$ cat src/hw/rtl/pcsa_pkg.sv
`timescale 1ns / 1ps

package pcsa_pkg;

  // Fixed-point formats.
  localparam int ANGLE_FRAC_BITS = 24;
  localparam int COEF_FRAC_BITS  = 30;
  localparam int FB = ANGLE_FRAC_BITS;
  localparam int CB = COEF_FRAC_BITS;

  // Port widths.
  localparam int ANGLE_W = 32;
  localparam int VALUE_W = 22;

  // Request codes.
  localparam logic OP_COS = 1'b0;
  localparam logic OP_SIN = 1'b1;

  // Pi in Q3.61; the angle constants are rounded from it.
  localparam logic [63:0] PI_Q61    = 64'h6487ED5110B4611A;
  localparam logic [63:0] K_PI      = (PI_Q61 + (64'd1 << (60 - FB))) >> (61 - FB);
  localparam logic [63:0] K_TWO_PI  = (PI_Q61 + (64'd1 << (59 - FB))) >> (60 - FB);
  localparam logic [63:0] K_HALF_PI = (PI_Q61 + (64'd1 << (61 - FB))) >> (62 - FB);
  localparam logic [63:0] K_PI6  = ((PI_Q61 / 64'd3) + (64'd1 << (61 - FB))) >> (62 - FB);
  localparam logic [63:0] K_PI12 = ((PI_Q61 / 64'd3) + (64'd1 << (62 - FB))) >> (63 - FB);

  // Polynomial coefficients in Q.CB.
  localparam logic [63:0] C_ONE     = 64'd1 << CB;
  localparam logic [63:0] C_HALF    = 64'd1 << (CB - 1);
  localparam logic [63:0] C_QUARTER = 64'd1 << (CB - 2);
  localparam logic [63:0] C_866     = ((64'd866 << CB) + 64'd500) / 64'd1000;
  localparam logic [63:0] C_433     = ((64'd433 << CB) + 64'd500) / 64'd1000;

  // Range reduction widths and constants.
  localparam int M_W  = $clog2(K_TWO_PI + 64'd1);
  localparam int PI_W = $clog2(K_PI + 64'd1);
  localparam int X_W  = ANGLE_W + 2;
  localparam int U_W  = X_W + 1;
  localparam logic [63:0] OFF_K  = ((64'd1 << (X_W - 1)) + K_TWO_PI - 64'd1) / K_TWO_PI;
  localparam logic [63:0] OFFSET = OFF_K * K_TWO_PI;
  localparam int RCP_SHIFT = 24;
  localparam logic [63:0] RCP = (64'd1 << (FB + RCP_SHIFT)) / K_TWO_PI;
  localparam int RCP_W = $clog2(RCP + 64'd1);
  localparam int UH_W  = U_W - FB;
  localparam int Q_W   = U_W - FB - 2;

  // Polynomial widths.
  localparam int A_W  = FB + 1;
  localparam int A2_W = A_W;
  localparam int C_W  = CB + 2;
  localparam int V_W  = CB + FB + 3;

  // Output scaling widths.
  localparam int MAG_W   = V_W - 1;
  localparam int HI_W    = MAG_W - 32;
  localparam int MIL_W   = 20;
  localparam int SUM_W   = HI_W + MIL_W + 1;
  localparam int QS      = CB + FB - 32;
  localparam int Q_OUT_W = 21;
  localparam logic [MIL_W-1:0] MILLION = MIL_W'(1000000);
  localparam int OUT_LIMIT = 1100000;
  localparam logic signed [VALUE_W-1:0] VALUE_HI = VALUE_W'(OUT_LIMIT);
  localparam logic signed [VALUE_W-1:0] VALUE_LO = -VALUE_HI;

  // Pipeline depth.
  localparam int RED_STAGES = 6;
  localparam int NS = 16;

  // Segment index.
  typedef logic [2:0] seg_t;
  localparam int SEG_MAX = 6;
  localparam seg_t SEG_MID = 3'd3;

  // Reduced angle handed from range reduction to the polynomial stages.
  typedef struct packed {
    logic            flip;
    logic [PI_W-1:0] r;
  } red_t;

  // Lower edge of segment j: j*pi/6 - pi/12.
  function automatic logic [PI_W-1:0] seg_thresh(input seg_t j);
    return PI_W'((64'(j) * K_PI6) - K_PI12);
  endfunction

  // Center of segment k: k*pi/6.
  function automatic logic [PI_W-1:0] seg_start(input seg_t k);
    return PI_W'(64'(k) * K_PI6);
  endfunction

  // Coefficient of the offset a.
  function automatic logic signed [C_W-1:0] coef_lin(input seg_t k);
    logic signed [C_W-1:0] half_c;
    logic signed [C_W-1:0] c866;
    half_c = C_W'(C_HALF);
    c866   = C_W'(C_866);
    case (k)
      3'd1:    return -half_c;
      3'd2:    return -c866;
      3'd4:    return -c866;
      3'd5:    return -half_c;
      default: return '0;
    endcase
  endfunction

  // Coefficient of a squared.
  function automatic logic signed [C_W-1:0] coef_sq(input seg_t k);
    logic signed [C_W-1:0] half_c;
    logic signed [C_W-1:0] quart_c;
    logic signed [C_W-1:0] c433;
    half_c  = C_W'(C_HALF);
    quart_c = C_W'(C_QUARTER);
    c433    = C_W'(C_433);
    case (k)
      3'd0:    return -half_c;
      3'd1:    return -c433;
      3'd2:    return -quart_c;
      3'd3:    return '0;
      3'd4:    return quart_c;
      3'd5:    return c433;
      default: return half_c;
    endcase
  endfunction

  // Constant term of each segment in Q.(CB+FB).
  function automatic logic signed [V_W-1:0] seg_base(input seg_t k);
    logic signed [V_W-1:0] one_v;
    logic signed [V_W-1:0] half_v;
    logic signed [V_W-1:0] c866_v;
    one_v  = V_W'(C_ONE) << FB;
    half_v = V_W'(C_HALF) << FB;
    c866_v = V_W'(C_866) << FB;
    case (k)
      3'd0:    return one_v;
      3'd1:    return c866_v;
      3'd2:    return half_v;
      3'd4:    return -half_v;
      3'd5:    return -c866_v;
      3'd6:    return -one_v;
      default: return '0;
    endcase
  endfunction

endpackage

$ cat src/hw/rtl/pcsa_reduce.sv
`timescale 1ns / 1ps

module pcsa_reduce (
  input  logic                                  clk,
  input  logic [pcsa_pkg::RED_STAGES-1:0]       en,
  input  logic signed [pcsa_pkg::ANGLE_W-1:0]   in_angle,
  input  logic                                  in_opcode,
  output pcsa_pkg::red_t                        red
);

  logic signed [pcsa_pkg::X_W-1:0] ang_x;
  logic signed [pcsa_pkg::X_W-1:0] half_x;
  logic signed [pcsa_pkg::X_W-1:0] x_s;
  logic [pcsa_pkg::U_W-1:0] u_nxt;
  logic [pcsa_pkg::U_W-1:0] u0_r;
  logic [pcsa_pkg::U_W-1:0] u1_r;
  logic [pcsa_pkg::U_W-1:0] u2_r;
  logic [pcsa_pkg::UH_W+pcsa_pkg::RCP_W-1:0] qp;
  logic [pcsa_pkg::Q_W-1:0] qe_nxt;
  logic [pcsa_pkg::Q_W-1:0] qe_r;
  logic [pcsa_pkg::Q_W+pcsa_pkg::M_W-1:0] prod_nxt;
  logic [pcsa_pkg::Q_W+pcsa_pkg::M_W-1:0] prod_r;
  logic [pcsa_pkg::U_W-1:0] diff;
  logic [pcsa_pkg::M_W:0] r0_nxt;
  logic [pcsa_pkg::M_W:0] r0_r;
  logic [pcsa_pkg::M_W-1:0] r_nxt;
  logic [pcsa_pkg::M_W-1:0] r_r;
  pcsa_pkg::red_t red_nxt;
  pcsa_pkg::red_t red_r;

  // Sine maps to cosine of pi/2 minus the angle; an offset of whole turns
  // makes the value non-negative without changing it modulo 2*pi.
  always_comb begin
    ang_x  = pcsa_pkg::X_W'(in_angle);
    half_x = pcsa_pkg::X_W'(pcsa_pkg::K_HALF_PI);
    x_s    = (in_opcode == pcsa_pkg::OP_SIN) ? half_x - ang_x : ang_x;
    u_nxt  = pcsa_pkg::U_W'(x_s) + pcsa_pkg::U_W'(pcsa_pkg::OFFSET);
  end

  always_ff @(posedge clk) begin
    if (en[0]) begin
      u0_r <= u_nxt;
    end
  end

  // Quotient estimate by reciprocal; it is exact or one short.
  always_comb begin
    qp     = u0_r[pcsa_pkg::U_W-1:pcsa_pkg::FB] * pcsa_pkg::RCP_W'(pcsa_pkg::RCP);
    qe_nxt = pcsa_pkg::Q_W'(qp >> pcsa_pkg::RCP_SHIFT);
  end

  always_ff @(posedge clk) begin
    if (en[1]) begin
      qe_r <= qe_nxt;
      u1_r <= u0_r;
    end
  end

  // Whole turns to remove.
  assign prod_nxt = qe_r * pcsa_pkg::M_W'(pcsa_pkg::K_TWO_PI);

  always_ff @(posedge clk) begin
    if (en[2]) begin
      prod_r <= prod_nxt;
      u2_r   <= u1_r;
    end
  end

  // Remainder before correction lies below twice 2*pi.
  always_comb begin
    diff   = u2_r - prod_r[pcsa_pkg::U_W-1:0];
    r0_nxt = diff[pcsa_pkg::M_W:0];
  end

  always_ff @(posedge clk) begin
    if (en[3]) begin
      r0_r <= r0_nxt;
    end
  end

  // One conditional subtract finishes the reduction into [0, 2*pi).
  always_comb begin
    if (r0_r >= (pcsa_pkg::M_W + 1)'(pcsa_pkg::K_TWO_PI)) begin
      r_nxt = pcsa_pkg::M_W'(r0_r - (pcsa_pkg::M_W + 1)'(pcsa_pkg::K_TWO_PI));
    end else begin
      r_nxt = r0_r[pcsa_pkg::M_W-1:0];
    end
  end

  always_ff @(posedge clk) begin
    if (en[4]) begin
      r_r <= r_nxt;
    end
  end

  // Fold the upper half turn down and remember to negate the result.
  always_comb begin
    red_nxt.flip = r_r > pcsa_pkg::M_W'(pcsa_pkg::K_PI);
    if (red_nxt.flip) begin
      red_nxt.r = pcsa_pkg::PI_W'(r_r - pcsa_pkg::M_W'(pcsa_pkg::K_PI));
    end else begin
      red_nxt.r = pcsa_pkg::PI_W'(r_r);
    end
  end

  always_ff @(posedge clk) begin
    if (en[5]) begin
      red_r <= red_nxt;
    end
  end

  assign red = red_r;

endmodule

$ cat config.mk
export PLATFORM = sky130hd
export DESIGN_NAME = pcsa_reduce
export DESIGN_NICKNAME = d
export VERILOG_FILES = /design/src/hw/rtl/pcsa_pkg.sv /design/src/hw/rtl/pcsa_reduce.sv
export SDC_FILE = /design/constraint.sdc
export NUM_CORES = 1
export LEC_CHECK = 0
export ABC_AREA = 0
export BUFFER_PORTS_ARGS = -buffer_cell sky130_fd_sc_hd__buf_2
export CORE_MARGIN = 3
export CORE_UTILIZATION = 51
export CTS_CLUSTER_SIZE = 12
export DETAILED_ROUTE_END_ITERATION = 6
export PLACE_DENSITY = 0.68
export SLEW_MARGIN = 5
export SYNTH_ARGS = -nofsm -noshare
export SYNTH_HDL_FRONTEND = slang
export SYNTH_SLANG_ARGS = --single-unit
export TNS_END_PERCENT = 30
$ cat constraint.sdc
create_clock -name clk -period 6 [get_ports clk]
set_input_delay 1.8 -clock clk [delete_from_list [all_inputs] [get_ports clk]]
set_output_delay 1.8 -clock clk [all_outputs]
set_load 0.02 [all_outputs]
* Word-level counts from Yosys, hierarchy flattened
Index checks and enable logic that the tools add are counted.
** Cells by class
- $add $sub $neg :: 5
- Multipliers :: 2
- Magnitude comparators :: 2
- Multiplexer cells :: 3
** Operators by type and width (count)
- 35-bit by 34-bit adder with 35-bit output, second input constant :: 1
- 34-bit two-way mux :: 1
- 26-bit by 32-bit subtractor with 33-bit output, first input constant :: 1
- 28-bit by 27-bit >= comparator with 1-bit output, second input constant :: 1
- 11-bit by 17-bit multiplier with 28-bit output, second input constant :: 1
- 9-bit by 27-bit multiplier with 28-bit output, second input constant :: 1
- 28-bit subtractor :: 1
- 27-bit by 26-bit > comparator with 1-bit output, second input constant :: 1
- 27-bit two-way mux :: 1
- 27-bit subtractor, second input constant :: 1
- 26-bit two-way mux :: 1
- 26-bit subtractor, second input constant :: 1
** Word-level totals
- Register bits :: 210
- Input bits :: 40
- Output and inout port bits :: 27
- Logic and storage cells :: 21

* Logic depth before layout (Yosys ltp)
Gate-level depths: netlist of the first run.
- Depth after elaboration :: 3
- Mapped depth :: 21
- Mapped depth without buffers :: 21

* Worst setup path before layout of the first run
No wires, ideal clock.
- Kind :: flip-flop to flip-flop
- Start :: register u0_r[27] in the netlist's numbering
- End :: register qe_r[8] in the netlist's numbering (data pin)
- Library setup time :: 0.254 ns
- Data arrival time :: 5.139 ns
- Required time :: 5.746 ns
- Setup slack :: 0.607 ns
- Stages on the path, launching flop included :: 20
- Buffers on the path :: 0
- Clock period less this slack :: 5.393 ns
- Cells stage by stage :: edfxtp_1 > fa_1 > fa_1 > inv_1 > fa_1 > inv_1 > fa_1 > inv_1 > fa_1 > inv_1 > ha_1 > a211oi_1 > nand4b_1 > a41oi_1 > o21ai_0 > o41ai_1 > o21ai_0 > a21oi_1 > o21bai_1 > a21o_1
** On the way
- Word-level cells in the longest chain between the ends :: 1
** RTL lines
- start, declared :: RTL line pcsa_reduce.sv:15 : logic [pcsa_pkg::U_W-1:0] u0_r;
- start signal, assigned :: RTL line pcsa_reduce.sv:42 : u0_r <= u_nxt;
- 11-bit by 17-bit multiplier with 28-bit output :: RTL line pcsa_reduce.sv:48 : qp = u0_r[pcsa_pkg::U_W-1:pcsa_pkg::FB] * pcsa_pkg::RCP_W'(pcsa_pkg::RCP);
- named net qp, one bit :: RTL line pcsa_reduce.sv:18 : logic [pcsa_pkg::UH_W+pcsa_pkg::RCP_W-1:0] qp;
- end signal, assigned :: RTL line pcsa_reduce.sv:54 : qe_r <= qe_nxt;
- end, declared :: RTL line pcsa_reduce.sv:20 : logic [pcsa_pkg::Q_W-1:0] qe_r;
The timed path passes the listed nets, and every way through them passes these cells.
A chain may end at the register's enable or synchronous reset.

* Final worst setup path of the first run
- Start :: register qe_r[4] in the netlist's numbering
- End :: register prod_r[27] in the netlist's numbering (data pin)
** On the way
- Word-level cells in the longest chain between the ends :: 1
** RTL lines
- 9-bit by 27-bit multiplier with 28-bit output :: RTL line pcsa_reduce.sv:60 : assign prod_nxt = qe_r * pcsa_pkg::M_W'(pcsa_pkg::K_TWO_PI);
- named net prod_nxt, one bit :: RTL line pcsa_reduce.sv:21 : logic [pcsa_pkg::Q_W+pcsa_pkg::M_W-1:0] prod_nxt;
- end signal, assigned :: RTL line pcsa_reduce.sv:64 : prod_r <= prod_nxt;
- end, declared :: RTL line pcsa_reduce.sv:22 : logic [pcsa_pkg::Q_W+pcsa_pkg::M_W-1:0] prod_r;
The timed path passes the listed nets, and every way through them passes these cells.

==> impl_metrics.py, run 1 <==
metrics = {
    "run_status": {
        "status": "completed",
    },
    "floorplanning": {
        "die_y_um": 185,
        "start_util": 0.525,
        "die-area_um2": 34200,
        "num_io_pins": 67,
        "core_um2": 31100,
        "die-width_um": 185,
        "row_count": 64,
    },
    "synth": {
        "syn_area_per_cell_um2": 10.9,
        "ys_top_cells_by_count": "255 x inv_1, 209 x edfxtp_1, 180 x ha_1",
        "synth_edf_count": 209,
        "async_flop_share": 0,
        "syn_area_um2": 16300,
        "synth_top_cells_by_area": "edfxtp_1 38%, ha_1 14%, fa_1 12%",
        "synth_fp_nets": 1816,
        "yosysWarnings": 0,
        "synth_ff_type": "edfxtp_1",
        "synth_cells": 1499,
        "ys_seq_area_frac": 0.384,
        "synth.most_common_cell": "inv_1",
        "yosysTopAreaCellShare": 0.384,
        "yosysTopAreaCell": "edfxtp_1",
        "synth-seq-cells": 209,
        "ys_types": 79,
    },
    "critical_path": {
        "worst-path-buf-inv": 4,
        "worstSetupPathType": "register to register",
        "required_ns": 6.26,
        "worstSetupStartpointType": "register",
        "arrival_ns": 5.88,
        "slowest_delay_ns": 0.66,
        "cpMaxStageDelayCell": "fa_1",
        "crit_path_end": "prod_r[27]",
        "crit_path_max_fanout": 8,
        "crit_family": "adder cells",
        "r2r_start": "qe_r[4]",
        "end_kind": "register",
        "timing.rr.end": "prod_r[27]",
        "startpoint": "qe_r[4]",
        "path_depth": 18,
        "path_cells": "fa_1, inv_1, fa_1, inv_1, fa_1, inv_1, fa_1, inv_1, ha_1, a21oi_1, nand2_1, a211oi_1, o31ai_1, a211o_1, a2111oi_0, o21bai_1, a21oi_1, xnor2_1",
        "ff2ff_path_depth": 18,
        "reg2reg_setup_slack_ns": 0.38,
    },
    "finish": {
        "nets": 1889,
        "multiInputGateArea_um2": 8970,
        "drive_gt1_frac": 0.0841,
        "fillers": 2691,
        "regArea_um2": 6280,
        "antenna_cells": 0,
        "syn_to_final_growth_pct": 8.41,
    },
    "cts": {
        "clock_sinks": 209,
        "clk_path_buf_depth": 3,
        "cts_root_buf": "clkbuf_16",
        "clk_pin_slew_ns": 0.06,
        "numCtsBuffers": 22,
        "h-tree-depth": 1,
        "postCtsHoldBufs": 0,
        "cts.repair.resized": 0,
        "cts_tree": "built",
        "insertion_delay_ns": 0.51,
        "post_cts_buffers": 0,
    },
    "place": {
        "numPortBuffers": 66,
        "dp_hpwl_um": 25400,
        "gp_congestion": 0.896,
    },
    "timing": {
        "setup_viol_count_final": 0,
        "fin_crit_sh": 0.937,
        "drv_slew": 0,
        "rsz0062_at_grt": "no",
        "max_clock_freq_mhz": 178,
        "period_minus_slack_ns": 5.62,
        "tightestPinTransition_ns": 1.04,
        "slew_headroom": 0.304,
        "clock-skew-final_ns": 0.0154,
        "finalSetupTns_ns": 0,
        "hold_violations": 0,
    },
    "grt": {
        "antenna_found_initial": 0,
        "overflow": 0,
        "grt_use_total": 0.188,
        "grt_max_degree": 57,
        "grt_pass1_vias": 10800,
        "grt_pass1_wl_um": 52600,
    },
    "route": {
        "first_iter_violations": 667,
        "drtAntennaViolNets": 0,
        "via_per_inst": 5.34,
        "firstDrtPassIters": 5,
        "post-route-drc-count": 0,
        "wl_per_cell_um": 15.7,
        "finalWirelength_um": 31000,
        "num_vias": 10600,
    },
    "worst_hold_path": {
        "hold_start": "u1_r[18]",
        "hold_path.class": "register to register",
    },
    "flow_run": {
        "cap_violations": 0,
    },
}
flip-flops by register name (all words and copies together), names as in the netlist:
signal,count
u2_r,28
u0_r,34
prod_r,28
u1_r,28
red,27
r0_r,28
qe_r,9
r_r,27
layout make-up:
class	count	share of cell area
clock buffers	26	0.0320
clock inverters	7	0.00318
inverters	256	0.0543
multi-input cells	1011	0.507
flip-flops and latches	209	0.355
well taps	396	0.0280
repair buffers	72	0.0212
cell families after synthesis:
family | synth area share
flip-flops | 0.384
AO/OA/AOI/OAI | 0.116
AND/OR/NAND/NOR | 0.0908
multiplexers | 0.00261
XOR/XNOR | 0.0821
buffers and inverters | 0.0667
adder cells (fa/ha/maj) | 0.257
worst min path at each step:
stage / endpoint / slack [ns] / depth (start not counted)
final: u2_r[18] / 0.41 / 0
after global placement: u2_r[25] / 0.40 / 0
after floorplan: u1_r[0] / 0.40 / 0
after detailed placement: u1_r[0] / 0.40 / 0
after global routing: u2_r[8] / 0.42 / 0
after CTS: u2_r[18] / 0.41 / 0
metrics by stage:
step | area, um^2 | hold WS [ns] | worst slack [ns] | util | std cells
floorplan | 16300 | 0.400 | 0.607 | - | 1499
global placement | 17100 | 0.401 | 0.434 | 0.549 | 1944
detailed placement | 17100 | 0.405 | 0.308 | 0.549 | 1944
CTS | 17700 | 0.410 | 0.309 | 0.569 | 1977
global route | 17700 | 0.420 | 0.0250 | 0.570 | 1977
finish | 17700 | 0.407 | 0.379 | 0.570 | 1977
layout by cell type, fill, tap and decap left out, types with 55 or more instances in the layout:
cell      count
ha_1        180
xnor2_1     103
edfxtp_1    209
buf_2        66
o21ai_0      55
nand2_1      74
inv_1       255
fa_1         97
nor2_1       76
a21oi_1      80
metal layers:
layer,track usage,share of wire,vias to the layer above
met5,0,0,-
met4,0.0513,0.026,0
met3,0.0212,0.036,56
met2,0.329,0.48,218
met1,0.249,0.46,4974
li1,-,-,5317
Power of run 1 is left out: the tool's default activity adds up to more than one toggle a clock period on the data nets, which glitch-free logic cannot reach.
==> inputs of run 2 (changes only) <==
==> constraint.sdc (replaced) <==
create_clock -name clk -period 7.1 [get_ports clk]
set_input_delay 2.13 -clock clk [delete_from_list [all_inputs] [get_ports clk]]
set_output_delay 2.13 -clock clk [all_outputs]
set_load 0.02 [all_outputs]
==> run 2 against run 1 <==
Compared with the run above:
- non-clock buffer count shrank 4
- via count grew 0.45%
- clock skew grew 0.0035 ns
- critical path type unchanged
==> impl_metrics.py, run 2 (synthesis results as in run 1) <==
metrics = {
    "run_status": {
        "status": "completed",
    },
    "route": {
        "via_per_inst": 5.37,
        "firstDrtPassIters": 4,
        "first_iter_violations": 561,
        "drtAntennaViolNets": 0,
        "num_vias": 10600,
        "wl_per_cell_um": 15.5,
        "post-route-drc-count": 0,
        "finalWirelength_um": 30600,
    },
    "timing": {
        "max_clock_freq_mhz": 168,
        "hold_violations": 0,
        "period_minus_slack_ns": 5.94,
        "tightestPinTransition_ns": 1.06,
        "setup_viol_count_final": 0,
        "fin_ws_ns": 1.16,
        "whs_ns": 0.411,
        "slew_headroom": 0.289,
        "fin_crit_sh": 0.837,
        "clock-skew-final_ns": 0.0189,
        "drv_slew": 0,
        "finalSetupTns_ns": 0,
        "rsz0062_at_grt": "no",
    },
    "place": {
        "dp_hpwl_um": 24900,
        "dp_slack_ns": 1.18,
        "numPortBuffers": 66,
        "gp_congestion": 0.892,
    },
    "critical_path": {
        "ff2ff_path_depth": 19,
        "crit_path_end": "qe_r[8]",
        "timing.rr.end": "qe_r[8]",
        "reg2reg_setup_slack_ns": 1.16,
        "worstSetupStartpointType": "register",
        "crit_path_max_fanout": 8,
        "end_kind": "register",
        "worstSetupPathType": "register to register",
        "r2r_start": "u0_r[27]",
        "arrival_ns": 6.20,
        "startpoint": "u0_r[27]",
        "required_ns": 7.35,
    },
    "floorplanning": {
        "core_um2": 31100,
        "row_count": 64,
        "die-area_um2": 34200,
        "die_y_um": 185,
        "die-width_um": 185,
        "num_io_pins": 67,
        "start_util": 0.525,
    },
    "worst_hold_path": {
        "hold_path.class": "register to register",
        "hold_depth": 0,
    },
    "finish": {
        "syn_to_final_growth_pct": 8.27,
        "max_flop_register": "u0_r",
        "nets": 1886,
        "layout_commonest_cell": "inv_1",
        "drive_gt1_frac": 0.0835,
        "final_cell_mix": "255 x inv_1, 209 x edfxtp_1, 180 x ha_1",
        "largest_register_ffs": 34,
        "fillers": 2651,
        "antenna_cells": 0,
        "utilization": 0.569,
    },
    "cts": {
        "numCtsBuffers": 23,
        "h-tree-depth": 1,
        "cts_tree": "built",
        "postCtsHoldBufs": 0,
        "clk_path_buf_depth": 3,
        "insertion_delay_ns": 0.50,
        "cts.repair.resized": 0,
        "post_cts_buffers": 0,
        "cts_root_buf": "clkbuf_16",
        "clk_pin_slew_ns": 0.06,
        "clock_sinks": 209,
    },
    "grt": {
        "antenna_found_initial": 0,
        "grt_max_degree": 57,
        "grt_use_total": 0.184,
        "grt_pass1_vias": 10800,
        "grt_pass1_wl_um": 51700,
        "overflow": 0,
    },
    "flow_run": {
        "cap_violations": 0,
    },
}
-- run 2: cell count changes in the layout (fill, tap and decap cells not counted), sizes merged --
cell and delta:
clkbuf +1, clkinv +3, buf -4
-- run 2: how the worst min path moves through the flow --
| stage | startpoint | to | slack, ns |
|---|---|---|---|
| finish | u0_r[15] | u1_r[15] | 0.41 |
| global route | u1_r[10] | u2_r[10] | 0.42 |
| CTS | u0_r[15] | u1_r[15] | 0.41 |
| detailed placement | u0_r[11] | u1_r[11] | 0.40 |
| global placement | u1_r[24] | u2_r[24] | 0.40 |
| floorplan | u0_r[0] | u1_r[0] | 0.40 |
-- run 2: worst max-delay path, cell delays in order (launching register included) --
cell and delay (ns):
edfxtp_1 0.56, fa_1 0.50, fa_1 0.50, inv_1 0.05, fa_1 0.47, inv_1 0.05
fa_1 0.53, inv_1 0.05, fa_1 0.52, inv_1 0.04, ha_1 0.18, a211oi_1 0.25
nand4b_1 0.13, a41oi_1 0.18, o21ai_0 0.20, o41ai_1 0.57, o21ai_0 0.27, a21oi_1 0.30
o21bai_1 0.15, a21o_1 0.19
-- run 2: per-stage QoR --
step / cell area (um^2) / std cells
after floorplan: 16300 / 1499
after global placement: 17000 / 1940
after detailed placement: 17000 / 1940
after CTS: 17700 / 1977
after global routing: 17700 / 1977
final: 17700 / 1977
-- run 2: final cells by class --
type	count	area, um^2	area share
Clock inverter	10	46.3	0.00262
Sequential cell	209	6280	0.355
Clock buffer	27	591	0.0334
Inverter	256	961	0.0544
Tap cell	396	495	0.0280
Multi-Input combinational cell	1011	8960	0.507
Timing Repair Buffer	68	345	0.0195
-- run 2: routing by layer --
layer | share of wire | vias to the layer above | GRT usage | wire [um]
met5 | 0 | - | 0 | 0
met4 | 0.029 | 0 | 0.0534 | 888
met3 | 0.035 | 56 | 0.0165 | 1060
met2 | 0.48 | 210 | 0.328 | 14800
met1 | 0.45 | 5015 | 0.240 | 13800
li1 | - | 5332 | - | -
Power of run 2 is left out for the same reason.
